## config.mk

```make
export PLATFORM = sky130hd
export DESIGN_NAME = scalar_kalman_angle_range
export DESIGN_NICKNAME = d
export VERILOG_FILES = /design/src/hw/rtl/skar_pkg.sv /design/src/hw/rtl/scalar_kalman_angle_range.sv /design/src/hw/rtl/skar_div.sv /design/src/hw/rtl/skar_mul.sv
export VERILOG_INCLUDE_DIRS = /design/src /design/src/hw/rtl
export SDC_FILE = /design/constraint.sdc
export NUM_CORES = 2
export LEC_CHECK = 0
export ABC_AREA = 0
export BUFFER_PORTS_ARGS = -buffer_cell sky130_fd_sc_hd__clkbuf_2
export CORE_MARGIN = 5
export CORE_UTILIZATION = 50
export CTS_CLUSTER_DIAMETER = 60
export DETAILED_ROUTE_END_ITERATION = 10
export GPL_TIMING_DRIVEN = 0
export PLACE_DENSITY = 0.66
export SLEW_MARGIN = 5
export SYNTH_ARGS = -nofsm -noshare
export SYNTH_HDL_FRONTEND = slang
export SYNTH_SLANG_ARGS = --single-unit
```

## constraint.sdc

```tcl
create_clock -name clk -period 10.4 [get_ports clk]
set_clock_uncertainty 0.15 [all_clocks]
set_input_delay 0.52 -clock clk [delete_from_list [all_inputs] [get_ports clk]]
set_output_delay 0.52 -clock clk [all_outputs]
set_load 0.005 [all_outputs]
```

## src/hw/rtl/scalar_kalman_angle_range_assert.svh

```systemverilog
// ----------------------------------------------------------------------------
// scalar kalman angle/range assertion macros
// clocked on clk, disabled while rst_n is low
// ----------------------------------------------------------------------------
`ifndef SCALAR_KALMAN_ANGLE_RANGE_ASSERT_SVH
`define SCALAR_KALMAN_ANGLE_RANGE_ASSERT_SVH

// condition holds on every clock edge
`define SKAR_ASSERT_ALWAYS(label, cond, msg) \
  label: assert property (@(posedge clk) disable iff (!rst_n) (cond)) else $error(msg);

// consequent holds in the same cycle as the antecedent
`define SKAR_ASSERT_IMPL(label, ante, cons, msg) \
  label: assert property (@(posedge clk) disable iff (!rst_n) (ante) |-> (cons)) \
    else $error(msg);

// consequent holds in the cycle after the antecedent
`define SKAR_ASSERT_NEXT(label, ante, cons, msg) \
  label: assert property (@(posedge clk) disable iff (!rst_n) (ante) |=> (cons)) \
    else $error(msg);

`endif

```

## src/hw/rtl/skar_pkg.sv

```systemverilog
// ----------------------------------------------------------------------------
// skar_pkg
// widths, constants, types and sequencer states of the angle/range smoother
// ----------------------------------------------------------------------------
`timescale 1ns / 1ps

package skar_pkg;

  // channels and word fields
  localparam int NUM_CHANNELS = 4;
  localparam int CH_W         = 2;
  localparam int ANG_W        = 9;
  localparam int RNG_W        = 16;
  localparam int NOISE_W      = 16;
  localparam int FRAC_W       = 8;

  // filter state widths
  localparam int AX_W   = ANG_W + FRAC_W;   // angle estimate, signed Q9.8
  localparam int RX_W   = RNG_W + FRAC_W;   // range estimate, Q16.8
  localparam int COV_W  = 16;               // covariance, Q4.12
  localparam int DIFF_W = RX_W + 1;         // innovation, signed
  localparam int MAG_W  = RX_W;             // innovation magnitude
  localparam int K_W    = 16;               // gain, Q0.16
  localparam int DEN_W  = COV_W + 1;        // p + r
  localparam int CNT_W  = 5;                // divider step counter

  // shared multiplier operands
  localparam int MA_W   = K_W + 1;
  localparam int MB_W   = MAG_W;
  localparam int PROD_W = MA_W + MB_W;

  // constants
  localparam logic [COV_W-1:0]  COV_ONE     = 16'd4096;
  localparam logic [MA_W-1:0]   K_ONE       = 17'h10000;
  localparam logic [PROD_W-1:0] PROD_HALF   = 41'd32768;
  localparam logic [7:0]        ANGLE_LIMIT = 8'd180;
  localparam logic [CNT_W-1:0]  DIV_STEPS   = 5'(K_W);

  // register reset values
  localparam logic [NOISE_W-1:0] ANGLE_Q_RST = 16'd1638;
  localparam logic [NOISE_W-1:0] ANGLE_R_RST = 16'd2867;
  localparam logic [NOISE_W-1:0] RANGE_Q_RST = 16'd1229;
  localparam logic [NOISE_W-1:0] RANGE_R_RST = 16'd2048;

  // register indexes
  typedef enum logic [1:0] {
    REG_ANGLE_Q = 2'd0,
    REG_ANGLE_R = 2'd1,
    REG_RANGE_Q = 2'd2,
    REG_RANGE_R = 2'd3
  } reg_idx_t;

  // sequencer states
  typedef enum logic [2:0] {
    S_IDLE,
    S_PRED,
    S_DIVS,
    S_DIV,
    S_MUL1,
    S_MUL2,
    S_MUL3,
    S_RES
  } state_t;

  // divider request and response
  typedef struct packed {
    logic             start;
    logic [K_W-1:0]   num;
    logic [DEN_W-1:0] den;
  } div_req_t;

  typedef struct packed {
    logic           done;
    logic           busy;
    logic [K_W-1:0] k;
  } div_rsp_t;

endpackage

```

## src/hw/rtl/scalar_kalman_angle_range.sv

```systemverilog
// ----------------------------------------------------------------------------
// scalar_kalman_angle_range
// per-channel scalar kalman smoothing of an angle and a range sample
// ----------------------------------------------------------------------------
//  channel | handshake          | payload
//  --------+--------------------+---------------------------------------------
//  in      | in_valid/in_ready  | in_channel, in_meas_angle, in_meas_range
//  out     | out_valid/out_ready| out_channel, out_filtered_angle,
//          |                    | out_filtered_range
//  cfg     | apb psel/penable   | paddr, pwdata, prdata (q and r registers)
//
//  a primed channel runs two filter passes per word, angle then range (predict,
//  divider start, 16 divider steps plus done, two multiplies and a covariance
//  write), paced by the shared one-bit-a-cycle divider
//  a pass whose r is zero or whose p + r is zero skips the divider steps
//  a first word on a channel or a word for an unknown channel skips the filter
//  reset clears the primed flags and the noise registers to their defaults
//  in_ready is low while a word is worked on; a result waits in the output
//  register, and the block stalls before its next result until it is taken
// ----------------------------------------------------------------------------
`timescale 1ns / 1ps
`include "scalar_kalman_angle_range_assert.svh"

module scalar_kalman_angle_range (
  input  logic                        clk,
  input  logic                        rst_n,
  // input words
  input  logic                        in_valid,
  output logic                        in_ready,
  input  logic [skar_pkg::CH_W-1:0]   in_channel,
  input  logic [skar_pkg::ANG_W-1:0]  in_meas_angle,
  input  logic [skar_pkg::RNG_W-1:0]  in_meas_range,
  // result words
  output logic                        out_valid,
  input  logic                        out_ready,
  output logic [skar_pkg::CH_W-1:0]   out_channel,
  output logic [skar_pkg::ANG_W-1:0]  out_filtered_angle,
  output logic [skar_pkg::RNG_W-1:0]  out_filtered_range,
  // configuration
  input  logic                        psel,
  input  logic                        penable,
  input  logic                        pwrite,
  input  logic [3:0]                  paddr,
  input  logic [31:0]                 pwdata,
  output logic [31:0]                 prdata,
  output logic                        pready
);
  import skar_pkg::*;

  // configuration registers
  logic [NOISE_W-1:0] angle_q_r, angle_r_r, range_q_r, range_r_r;

  // channel state
  logic [NUM_CHANNELS-1:0] primed_r;
  logic [AX_W-1:0]         ang_est_r [NUM_CHANNELS];
  logic [COV_W-1:0]        ang_cov_r [NUM_CHANNELS];
  logic [RX_W-1:0]         rng_est_r [NUM_CHANNELS];
  logic [COV_W-1:0]        rng_cov_r [NUM_CHANNELS];

  // sequencer and working registers
  state_t             state_r, state_nxt;
  logic               filt_r;
  logic               ch_ok_r;
  logic [CH_W-1:0]    ch_r;
  logic [ANG_W-1:0]   ang_r;
  logic [RNG_W-1:0]   rng_r;
  logic [COV_W-1:0]   pp_r;
  logic [DIFF_W-1:0]  diff_r;
  logic [K_W-1:0]     k_r;

  // output register
  logic               out_valid_r;
  logic [CH_W-1:0]    out_ch_r;
  logic [ANG_W-1:0]   out_ang_r;
  logic [RNG_W-1:0]   out_rng_r;

  // datapath signals
  logic               accept;
  logic               in_ch_ok;
  logic               out_load;
  logic               cfg_wr;
  reg_idx_t           cfg_idx;
  div_req_t           div_req;
  div_rsp_t           div_rsp;
  logic [MA_W-1:0]    mul_a;
  logic [MB_W-1:0]    mul_b;
  logic [PROD_W-1:0]  prod;
  logic [DIFF_W-1:0]  cur_x;
  logic [DIFF_W-1:0]  meas8;
  logic [COV_W-1:0]   cur_p;
  logic [NOISE_W-1:0] cur_q;
  logic [NOISE_W-1:0] cur_r;
  logic [COV_W:0]     psum;
  logic               diff_neg;
  logic [DIFF_W-1:0]  diff_abs;
  logic [PROD_W-1:0]  prod_rnd;
  logic [DIFF_W-1:0]  rnd;
  logic [DIFF_W:0]    delta;
  logic [DIFF_W:0]    new_x;
  logic [COV_W-1:0]   new_p;
  logic [AX_W-1:0]    res_ax;
  logic               res_neg;
  logic [AX_W-1:0]    res_mag;
  logic [AX_W:0]      res_asum;
  logic [9:0]         res_around;
  logic [7:0]         res_asat;
  logic [ANG_W-1:0]   res_ang;
  logic [RX_W:0]      res_rsum;
  logic [RNG_W-1:0]   res_rng;

  // apb port
  assign pready  = 1'b1;
  assign cfg_idx = reg_idx_t'(paddr[3:2]);
  assign cfg_wr  = psel && penable && pwrite;

  always_comb begin
    unique case (cfg_idx)
      REG_ANGLE_Q: prdata = 32'(angle_q_r);
      REG_ANGLE_R: prdata = 32'(angle_r_r);
      REG_RANGE_Q: prdata = 32'(range_q_r);
      REG_RANGE_R: prdata = 32'(range_r_r);
      default:     prdata = '0;
    endcase
  end

  always_ff @(posedge clk) begin
    if (!rst_n) begin
      angle_q_r <= ANGLE_Q_RST;
      angle_r_r <= ANGLE_R_RST;
      range_q_r <= RANGE_Q_RST;
      range_r_r <= RANGE_R_RST;
    end else if (cfg_wr) begin
      unique case (cfg_idx)
        REG_ANGLE_Q: angle_q_r <= pwdata[NOISE_W-1:0];
        REG_ANGLE_R: angle_r_r <= pwdata[NOISE_W-1:0];
        REG_RANGE_Q: range_q_r <= pwdata[NOISE_W-1:0];
        REG_RANGE_R: range_r_r <= pwdata[NOISE_W-1:0];
        default: ;
      endcase
    end
  end

  // shared units
  skar_div u_div (
    .clk   (clk),
    .rst_n (rst_n),
    .req   (div_req),
    .rsp   (div_rsp)
  );

  skar_mul u_mul (
    .clk   (clk),
    .mul_a (mul_a),
    .mul_b (mul_b),
    .prod  (prod)
  );

  // handshake terms
  assign accept   = in_valid && in_ready;
  assign in_ch_ok = (32'(in_channel) < NUM_CHANNELS);
  assign out_load = (state_r == S_RES) && (!out_valid_r || out_ready);

  // operands of the filter in progress
  always_comb begin
    if (filt_r) begin
      cur_x = {1'b0, rng_est_r[ch_r]};
      cur_p = rng_cov_r[ch_r];
      cur_q = range_q_r;
      cur_r = range_r_r;
      meas8 = {1'b0, rng_r, {FRAC_W{1'b0}}};
    end else begin
      cur_x = {{(DIFF_W-AX_W){ang_est_r[ch_r][AX_W-1]}}, ang_est_r[ch_r]};
      cur_p = ang_cov_r[ch_r];
      cur_q = angle_q_r;
      cur_r = angle_r_r;
      meas8 = {{(DIFF_W-AX_W){ang_r[ANG_W-1]}}, ang_r, {FRAC_W{1'b0}}};
    end
  end

  // prediction sum
  assign psum = {1'b0, cur_p} + {1'b0, cur_q};

  // innovation magnitude for the correction multiply
  assign diff_neg = diff_r[DIFF_W-1];
  assign diff_abs = diff_neg ? (DIFF_W'(0) - diff_r) : diff_r;

  // correction rounded half away from zero, and new covariance
  assign prod_rnd = prod + PROD_HALF;
  assign rnd      = prod_rnd[PROD_W-1:K_W];
  assign delta    = diff_neg ? ((DIFF_W+1)'(0) - {1'b0, rnd}) : {1'b0, rnd};
  assign new_x    = {cur_x[DIFF_W-1], cur_x} + delta;
  assign new_p    = prod_rnd[K_W+COV_W-1:K_W];

  // result rounding and saturation
  assign res_ax     = ang_est_r[ch_r];
  assign res_neg    = res_ax[AX_W-1];
  assign res_mag    = res_neg ? (AX_W'(0) - res_ax) : res_ax;
  assign res_asum   = {1'b0, res_mag} + (AX_W+1)'(128);
  assign res_around = res_asum[AX_W:FRAC_W];
  assign res_asat   = (res_around > 10'(ANGLE_LIMIT)) ? ANGLE_LIMIT : res_around[7:0];
  assign res_ang    = res_neg ? (ANG_W'(0) - {1'b0, res_asat}) : {1'b0, res_asat};
  assign res_rsum   = {1'b0, rng_est_r[ch_r]} + (RX_W+1)'(128);
  assign res_rng    = res_rsum[RX_W] ? '1 : res_rsum[RX_W-1:FRAC_W];

  // sequencer state register
  always_ff @(posedge clk) begin
    if (!rst_n) begin
      state_r <= S_IDLE;
    end else begin
      state_r <= state_nxt;
    end
  end

  // next state, divider request and multiplier operands
  always_comb begin
    state_nxt = state_r;
    in_ready  = 1'b0;
    div_req   = '0;
    mul_a     = {1'b0, k_r};
    mul_b     = diff_abs[MB_W-1:0];
    unique case (state_r)
      S_IDLE: begin
        in_ready = 1'b1;
        if (in_valid) begin
          if (in_ch_ok && primed_r[in_channel]) begin
            state_nxt = S_PRED;
          end else begin
            state_nxt = S_RES;
          end
        end
      end
      S_PRED: state_nxt = S_DIVS;
      S_DIVS: begin
        div_req.start = 1'b1;
        div_req.num   = pp_r;
        div_req.den   = {1'b0, pp_r} + {1'b0, cur_r};
        state_nxt     = S_DIV;
      end
      S_DIV: begin
        if (div_rsp.done) begin
          state_nxt = S_MUL1;
        end
      end
      S_MUL1: state_nxt = S_MUL2;
      S_MUL2: begin
        mul_a     = K_ONE - {1'b0, k_r};
        mul_b     = MB_W'(pp_r);
        state_nxt = S_MUL3;
      end
      S_MUL3: state_nxt = filt_r ? S_RES : S_PRED;
      S_RES: begin
        if (out_load) begin
          state_nxt = S_IDLE;
        end
      end
      default: state_nxt = S_IDLE;
    endcase
  end

  // control registers of the word in progress
  always_ff @(posedge clk) begin
    if (!rst_n) begin
      filt_r   <= 1'b0;
      ch_ok_r  <= 1'b0;
      primed_r <= '0;
    end else begin
      if (accept) begin
        filt_r  <= 1'b0;
        ch_ok_r <= in_ch_ok;
        if (in_ch_ok) begin
          primed_r[in_channel] <= 1'b1;
        end
      end else if (state_r == S_MUL3) begin
        filt_r <= 1'b1;
      end
    end
  end

  // working registers and channel state
  always_ff @(posedge clk) begin
    if (accept) begin
      ch_r  <= in_channel;
      ang_r <= in_meas_angle;
      rng_r <= in_meas_range;
      // first word on a channel loads the estimates
      if (in_ch_ok && !primed_r[in_channel]) begin
        ang_est_r[in_channel] <= {in_meas_angle, {FRAC_W{1'b0}}};
        ang_cov_r[in_channel] <= COV_ONE;
        rng_est_r[in_channel] <= {in_meas_range, {FRAC_W{1'b0}}};
        rng_cov_r[in_channel] <= COV_ONE;
      end
    end
    unique case (state_r)
      S_PRED: begin
        pp_r   <= psum[COV_W] ? '1 : psum[COV_W-1:0];
        diff_r <= meas8 - cur_x;
      end
      S_DIV: begin
        if (div_rsp.done) begin
          k_r <= div_rsp.k;
        end
      end
      S_MUL2: begin
        if (filt_r) begin
          rng_est_r[ch_r] <= new_x[RX_W-1:0];
        end else begin
          ang_est_r[ch_r] <= new_x[AX_W-1:0];
        end
      end
      S_MUL3: begin
        if (filt_r) begin
          rng_cov_r[ch_r] <= new_p;
        end else begin
          ang_cov_r[ch_r] <= new_p;
        end
      end
      default: ;
    endcase
  end

  // output register
  always_ff @(posedge clk) begin
    if (!rst_n) begin
      out_valid_r <= 1'b0;
    end else if (out_load) begin
      out_valid_r <= 1'b1;
    end else if (out_ready) begin
      out_valid_r <= 1'b0;
    end
  end

  always_ff @(posedge clk) begin
    if (out_load) begin
      out_ch_r  <= ch_r;
      out_ang_r <= ch_ok_r ? res_ang : '0;
      out_rng_r <= ch_ok_r ? res_rng : '0;
    end
  end

  assign out_valid          = out_valid_r;
  assign out_channel        = out_ch_r;
  assign out_filtered_angle = out_ang_r;
  assign out_filtered_range = out_rng_r;

  // checks
  `SKAR_ASSERT_NEXT(a_busy_after_accept, accept, !in_ready, "ready after accepted word")
  `SKAR_ASSERT_NEXT(a_div_to_mul, (state_r == S_DIV) && div_rsp.done, state_r == S_MUL1,
                    "divider done not followed by multiply")
  `SKAR_ASSERT_NEXT(a_hold_result, (state_r == S_RES) && out_valid_r && !out_ready,
                    state_r == S_RES, "result left while output register full")
  `SKAR_ASSERT_IMPL(a_div_owned, div_rsp.busy, state_r == S_DIV,
                    "divider busy outside divide state")

endmodule

```

## src/hw/rtl/skar_div.sv

```systemverilog
// ----------------------------------------------------------------------------
// skar_div
// restoring divider for the gain k = floor(p * 2^16 / (p + r)), one bit a cycle
// ----------------------------------------------------------------------------
`timescale 1ns / 1ps

module skar_div (
  input  logic               clk,
  input  logic               rst_n,
  input  skar_pkg::div_req_t req,
  output skar_pkg::div_rsp_t rsp
);
  import skar_pkg::*;

  logic [DEN_W-1:0] rem_r;
  logic [DEN_W-1:0] den_r;
  logic [K_W-1:0]   quot_r;
  logic [CNT_W-1:0] cnt_r;
  logic             done_r;
  logic [DEN_W:0]   shift;
  logic             fits;
  logic             den_zero;
  logic             gain_full;

  // special cases: zero denominator gives 0, r of zero gives the top gain
  assign den_zero  = (req.den == '0);
  assign gain_full = ({1'b0, req.num} >= req.den);

  // one quotient bit per step
  assign shift = {rem_r, 1'b0};
  assign fits  = (shift >= {1'b0, den_r});

  // step counter and done pulse
  always_ff @(posedge clk) begin
    if (!rst_n) begin
      cnt_r  <= '0;
      done_r <= 1'b0;
    end else begin
      done_r <= 1'b0;
      if (req.start) begin
        if (den_zero || gain_full) begin
          done_r <= 1'b1;
        end else begin
          cnt_r <= DIV_STEPS;
        end
      end else if (cnt_r != '0) begin
        cnt_r <= cnt_r - 1'b1;
        if (cnt_r == CNT_W'(1)) begin
          done_r <= 1'b1;
        end
      end
    end
  end

  // remainder and quotient
  always_ff @(posedge clk) begin
    if (req.start) begin
      den_r <= req.den;
      rem_r <= {1'b0, req.num};
      if (den_zero) begin
        quot_r <= '0;
      end else if (gain_full) begin
        quot_r <= '1;
      end else begin
        quot_r <= '0;
      end
    end else if (cnt_r != '0) begin
      if (fits) begin
        rem_r  <= DEN_W'(shift - {1'b0, den_r});
        quot_r <= {quot_r[K_W-2:0], 1'b1};
      end else begin
        rem_r  <= shift[DEN_W-1:0];
        quot_r <= {quot_r[K_W-2:0], 1'b0};
      end
    end
  end

  assign rsp.done = done_r;
  assign rsp.busy = (cnt_r != '0);
  assign rsp.k    = quot_r;

endmodule

```

## src/hw/rtl/skar_mul.sv

```systemverilog
// ----------------------------------------------------------------------------
// skar_mul
// shared unsigned multiplier with registered product
// ----------------------------------------------------------------------------
`timescale 1ns / 1ps

module skar_mul (
  input  logic                        clk,
  input  logic [skar_pkg::MA_W-1:0]   mul_a,
  input  logic [skar_pkg::MB_W-1:0]   mul_b,
  output logic [skar_pkg::PROD_W-1:0] prod
);
  import skar_pkg::*;

  logic [PROD_W-1:0] prod_r;

  // product is ready the cycle after the operands
  always_ff @(posedge clk) begin
    prod_r <= PROD_W'(mul_a) * PROD_W'(mul_b);
  end

  assign prod = prod_r;

endmodule

```

# Yosys cells after proc, flatten, opt, wreduce, memory -nomap -nowiden

Memories as Yosys holds them, arrays and structs flattened. A register that Yosys moved wholly into a read port is not among the register bits.
Cells that the tools add are included.

Add/subtract/negate cells: 14
Multiply operators: 1
Magnitude comparators: 5
Equality and inequality tests: 15
Multiplexer cells: 72
Bitwise logic cells: 2
Reduce and logical (&&, ||, !) cells: 27

Operators by type and width:

| kind                                               | number |
|---|---|
| two-way mux 16 bit                                 | 12 |
| case mux 32 bit (4 select lines)                   | 1 |
| two-way mux 24 bit                                 | 4 |
| two-way mux 17 bit                                 | 4 |
| two-way mux 25 bit                                 | 2 |
| subtractor 1 x 24 -> 24 bit, first input constant  | 2 |
| adder 40 x 16 -> 40 bit, second input constant     | 1 |
| multiplier 17 x 24 -> 40 bit                       | 1 |
| adder 16 x 16 -> 17 bit                            | 2 |
| two-way mux 34 bit                                 | 1 |
| OR reduction 16 bit                                | 2 |
| two-way mux 1 bit                                  | 27 |
| adder 24 x 8 -> 25 bit, second input constant      | 1 |
| subtractor 25 bit                                  | 1 |
| adder 24 bit                                       | 1 |
| case mux 3 bit (8 select lines)                    | 1 |
| OR reduction 24 bit                                | 1 |
| adder 17 x 8 -> 18 bit, second input constant      | 1 |
| >= comparator 18 x 17 -> 1 bit                     | 1 |
| >= comparator 16 x 17 -> 1 bit                     | 1 |
| logical NOT 17 bit                                 | 1 |
| OR reduction 17 bit                                | 1 |
| subtractor 1 x 17 -> 17 bit, first input constant  | 1 |
| subtractor 17 x 16 -> 17 bit, first input constant | 1 |
| 32 further kinds                                   | 65 |

Bits in registers: 281
RAM bits: 292
Input port bits: 70
Output and inout bits: 62
Word-level logic and storage cells: 166
Memories kept: 4

Memories:

| name      | words | width | read ports | clocked after memory_dff | wr ports | line                            | RTL |
|---|---|---|---|---|---|---|---|
| rng_est_r | 4     | 24    | 1          | 1                        | 1        | scalar_kalman_angle_range.sv:57 | `logic [RX_W-1:0] rng_est_r [NUM_CHANNELS];` |
| ang_est_r | 4     | 17    | 1          | 1                        | 1        | scalar_kalman_angle_range.sv:55 | `logic [AX_W-1:0] ang_est_r [NUM_CHANNELS];` |
| ang_cov_r | 4     | 16    | 1          | 1                        | 1        | scalar_kalman_angle_range.sv:56 | `logic [COV_W-1:0] ang_cov_r [NUM_CHANNELS];` |
| rng_cov_r | 4     | 16    | 1          | 1                        | 1        | scalar_kalman_angle_range.sv:58 | `logic [COV_W-1:0] rng_cov_r [NUM_CHANNELS];` |

# Longest topological paths before layout

Depth after elaboration: 7
Gate-level depth with buffers: 35
Gate-level depth less buffers: 34

# By module

From an unflattened synthesis, not the netlist that was laid out.

Cell total of the unflattened synthesis: 4211
Area, all modules: 43644.4 µm²

By module, submodules not included:

| module                    | times used | cells an instance | area each (µm²) | seq. area each (µm²) |
|---|---|---|---|---|
| scalar_kalman_angle_range | 1          | 2224              | 25933.6         | 13623.1 |
| skar_mul                  | 1          | 1610              | 14098.5         | 820.8 |
| skar_div                  | 1          | 377               | 3612.2          | 1611.5 |

# Least setup slack after synthesis

No wires, ideal clock.

Path kind: reg2reg
Start point: register diff_r[7]
End point: register u_mul.prod_r[38], in the netlist u_mul.prod[38]
Library setup time: 72 ps
Arrival time: 8246 ps
Data required time: 10178 ps
Setup slack: 1932 ps
Stages on the path, launching flop included: 31
Buffers on the path: 1
Clock period less this slack: 8468 ps
Cell sequence: edfxtp_1 or4_1 nor4_1 nand2_1 or2_2 o41ai_1 nand2_1 xor2_1 and2_1 clkbuf_1 nand2_1 fa_1 fa_1 fa_1 inv_1 fa_1 fa_1 inv_1 fa_1 inv_1 ha_1 or2_2 a21o_1 and3_1 a32oi_1 a21oi_1 o2111ai_1 a21oi_1 or3_1 a21oi_1 xnor2_1

Word-level cells in the longest chain between the ends: 4

Ends and longest elaborated chain:

| what                             | line                             | RTL |
|---|---|---|
| start: declaration               | scalar_kalman_angle_range.sv:68  | `logic [DIFF_W-1:0] diff_r;` |
| start signal: assignment         | scalar_kalman_angle_range.sv:296 | `diff_r <= meas8 - cur_x;` |
| subtractor 1 x 24 -> 24 bit      | scalar_kalman_angle_range.sv:185 | `assign diff_abs = diff_neg ? (DIFF_W'(0) - diff_r) : diff_r;` |
| two-way mux 24 bit (*)           | scalar_kalman_angle_range.sv:185 |  |
| two-way mux 24 bit (*)           | scalar_kalman_angle_range.sv:221 | `unique case (state_r)` |
| multiplier 17 x 24 -> 40 bit (*) | skar_mul.sv:19                   | `prod_r <= PROD_W'(mul_a) * PROD_W'(mul_b);` |
| end signal: assignment           | skar_mul.sv:19                   |  |
| end: declaration                 | skar_mul.sv:15                   | `logic [PROD_W-1:0] prod_r;` |

Every way passes the cells marked *; elsewhere a longest branch is shown, timed or not.
A chain may end at the register's enable or synchronous reset.

# Worst setup path in the final report

Start point: register state_r[2]
End point: register u_mul.prod_r[38], in the netlist u_mul.prod[38]

Word-level cells in the longest chain between the ends: 3
Elaborated cells between the ends (all ways): 4
Those cells by class: 1 x mul; 1 x eq/ne; 2 x mux

Ends and longest elaborated chain:

| what                                                            | line                             | RTL |
|---|---|---|
| start: declaration                                              | scalar_kalman_angle_range.sv:61  | `state_t state_r, state_nxt;` |
| start signal: assignment                                        | scalar_kalman_angle_range.sv:210 | `state_r <= state_nxt;` |
| == test 3 bit (*)                                               | scalar_kalman_angle_range.sv:221 |  |
| two-way mux 17 bit / two-way mux 24 bit (equally long branches) | scalar_kalman_angle_range.sv:221 |  |
| multiplier 17 x 24 -> 40 bit (*)                                | skar_mul.sv:19                   |  |

Marked as above.

==> impl_metrics.toml <==
[outcome]
status = "finished clean"

[sta]
slew_violations = 0
setup_violations = 0
relSlewSlack_pct = 7.28
rsz0062_at_grt = "false"
tightest_slew_ps = 1380
fin_crit_ps = 10120
fmax_mhz = 98.9
hold_viol_final = 0
post-route-period-util_pct = 97.3
tns_ps = 0

[placement]
hpwlAfterDp_um = 91100
gp_congestion = 0.924
numPortBuffers = 95
dpl_cell_area_mm2 = 0.0441
dp.cells = 5233

[synthesis]
yosysUniqueCellTypes = 87
ys_seq_elements = 560
syn-mean-instance-area_um2 = 10.4
synth_edf_count = 452
async_flop_share_pct = 0
yosys_most_used_dff = "edfxtp_1"
ys_warn_count = 0
synthesis.area_mm2 = 0.0417
postSynthCellCount = 4025
ys_seq_area_share_pct = 37.7

[detailed_routing]
drt_iter0_markers = 2826
highest_layer = "met4"
wl_per_cell_um = 21.4
antenna_left = 0
wl_met1_um = 48200
vias = 30600
vias_per_cell = 5.69
remaining_drc_errors = 0
route.met3.wl_um = 8640
firstDrtPassIters = 6
wl_met2_um = 53700
wl_um = 115000

[min_path]
hp-class = "in2reg"

[grt]
antenna_found_initial = 0
grt_pass1_vias = 30400
grt_util_all_layers_pct = 25.7
grt_start_max_net_pins = 32
grt_pass1_wl_um = 179000
overflow = 0

[setup_path]
worstSetupStartpointType = "register"
crit_arrival_ps = 10500
cp_max_fo = 10
critPathCaptureType = "register"
critPathKind = "reg2reg"
crit_required_ps = 10790

[cts]
clockRootBuffer = "clkbuf_16"
cts-htree-levels = 2
cts_buffers = 58
cts_tree = "built"
cts.path.max_buffers = 3
cts_setup_buffers = 0
cts.clk_slew.worst_paths_ps = 60
insertion_delay_ps = 630
clock_sinks = 560

[layout]
n_antenna_cell = 0
utilization_pct = 56.3
fin_cells = 5373
final_cell_mix = "nand2_1, inv_1, edfxtp_1"
syn2layout_area_growth_pct = 11.3
fin_area_mm2 = 0.0464
layout_commonest_cell = "nand2_1"
drive_gt1_share_pct = 10.2
nets = 4879

[floorplan]
die-area_mm2 = 0.0892
std_cell_rows = 105
core_area_mm2 = 0.0824
io-pin-count = 132
die_w_um = 299
initial_utilization_pct = 50.6
die_h_um = 299

[flow_run]
max-cap-violations = 0
-- critical path: stages, from the launching register on --
cell,delay [ps]
dfxtp_1,340
inv_1,130
clkbuf_1,350
nor2_2,540
clkbuf_1,650
o41ai_1,270
xnor2_1,730
clkbuf_1,550
nand2_1,150
fa_1,530
inv_1,50
fa_1,520
fa_1,540
fa_1,560
fa_1,560
inv_1,60
fa_1,540
inv_1,40
ha_1,350
and4_1,210
and3_1,190
a32oi_1,570
a21oi_1,220
o2111ai_1,310
a21oi_1,150
or3_1,410
a21oi_1,190
xnor2_1,140
-- metrics by stage --
stage          hold WS (ps)  worst slack [ps]
6_report               32.5               284
5_1_grt                27.9              1.11
4_1_cts                3.20              25.1
3_5_place_dp            255               108
3_3_place_gp            258              37.2
2_1_floorplan           250              1930
-- path summary, 6_finish.rpt --
kind	to	cells after the start	slack, ps	startpoint
min	range_q_r[9]	3	30	pwdata[9]
max reg2reg	u_mul.prod[38]	27	280	state_r[2]
min reg2reg	k_r[15]	0	280	u_div.quot_r[15]
max	u_mul.prod[38]	27	280	state_r[2]
-- synth_stat cells, types with 6 or more instances --
| cell type | instances | area, um^2 |
|---|---|---|
| nand2_1 | 632 | 2370 |
| inv_1 | 501 | 1880 |
| edfxtp_1 | 452 | 13600 |
| nor2_1 | 332 | 1250 |
| fa_1 | 330 | 6610 |
| ha_1 | 224 | 2800 |
| a21oi_1 | 155 | 776 |
| xnor2_1 | 128 | 1120 |
| clkbuf_1 | 123 | 462 |
| o21ai_0 | 123 | 616 |
| dfxtp_1 | 108 | 2160 |
| xor2_1 | 92 | 806 |
| nand3_1 | 89 | 445 |
| mux4_2 | 84 | 1890 |
| nor3_1 | 68 | 340 |
| a21o_1 | 50 | 375 |
| mux2_2 | 50 | 563 |
| and3_1 | 45 | 282 |
| o21a_1 | 44 | 330 |
| mux2i_1 | 27 | 270 |
| o21bai_1 | 24 | 180 |
| nor2b_1 | 23 | 144 |
| and2_1 | 22 | 138 |
| nand2b_1 | 21 | 131 |
| nand4_1 | 19 | 119 |
| buf_4 | 18 | 135 |
| or2_2 | 17 | 106 |
| or3_1 | 17 | 106 |
| buf_1 | 16 | 60.1 |
| a31oi_1 | 15 | 93.8 |
| o31ai_1 | 15 | 113 |
| nor4_1 | 12 | 75.1 |
| a211oi_1 | 11 | 82.6 |
| o21ai_1 | 11 | 55.1 |
| o41ai_1 | 10 | 87.6 |
| a21boi_0 | 8 | 60.1 |
| and4_1 | 7 | 61.3 |
| o211ai_1 | 7 | 52.6 |
| or4_1 | 7 | 52.6 |
| buf_2 | 6 | 30.0 |
-- registers in the layout, indices dropped and copies added (netlist names), 4 cells and up, named ones only --
name                cells
ang_cov_r              64
ang_est_r              68
ang_r                   9
angle_q_r              16
angle_r_r              16
diff_r                 25
k_r                    16
out_filtered_angle      9
out_filtered_range     16
pp_r                   16
primed_r                4
range_q_r              16
range_r_r              16
rng_cov_r              64
rng_est_r              96
rng_r                  16
u_div.cnt_r             5
u_div.den_r            17
u_div.quot_r           16
u_div.rem_r            17
u_mul.prod             25
-- per-layer routing --
layer	vias to the layer above	global-route usage, %
met5	-	0
li1	14000	-
met4	0	8.45
met2	1223	42.2
met3	235	3.61
met1	15100	35.6
-- final cells by class --
type / instances / area [um^2]
Multi-Input combinational cell: 2818 / 23600
Fill cell: 7063 / 36000
Buffer: 165 / 731
Timing Repair Buffer: 149 / 1170
Sequential cell: 560 / 15700
Clock buffer: 79 / 1630
Inverter: 503 / 1890
Clock inverter: 29 / 288
Tap cell: 1070 / 1340
-- kinds of logic (layout without fill, tap and decap cells) --
| logic type | after synthesis | in the layout | share of synthesized area, % |
|---|---|---|---|
| XOR/XNOR | 221 | 221 | 4.66 |
| buffers and inverters | 669 | 925 | 6.28 |
| AO/OA/AOI/OAI | 522 | 522 | 7.87 |
| multiplexers | 167 | 167 | 6.91 |
| other | 2 | 24 | 0.0180 |
| AND/OR/NAND/NOR | 1330 | 1330 | 13.9 |
| flip-flops | 560 | 560 | 37.7 |
| adder cells (fa/ha/maj) | 554 | 554 | 22.6 |
-- repair_timing --
item / in CTS / in global routing
hold endpoints to repair: 48 / 0
gates resized for setup: 0 / 15
setup endpoints to repair: 0 / 9
hold buffers: 32 / 0
Power is not shown: default switching activity piles up to over one toggle a cycle in this logic, so the estimate is an artifact.
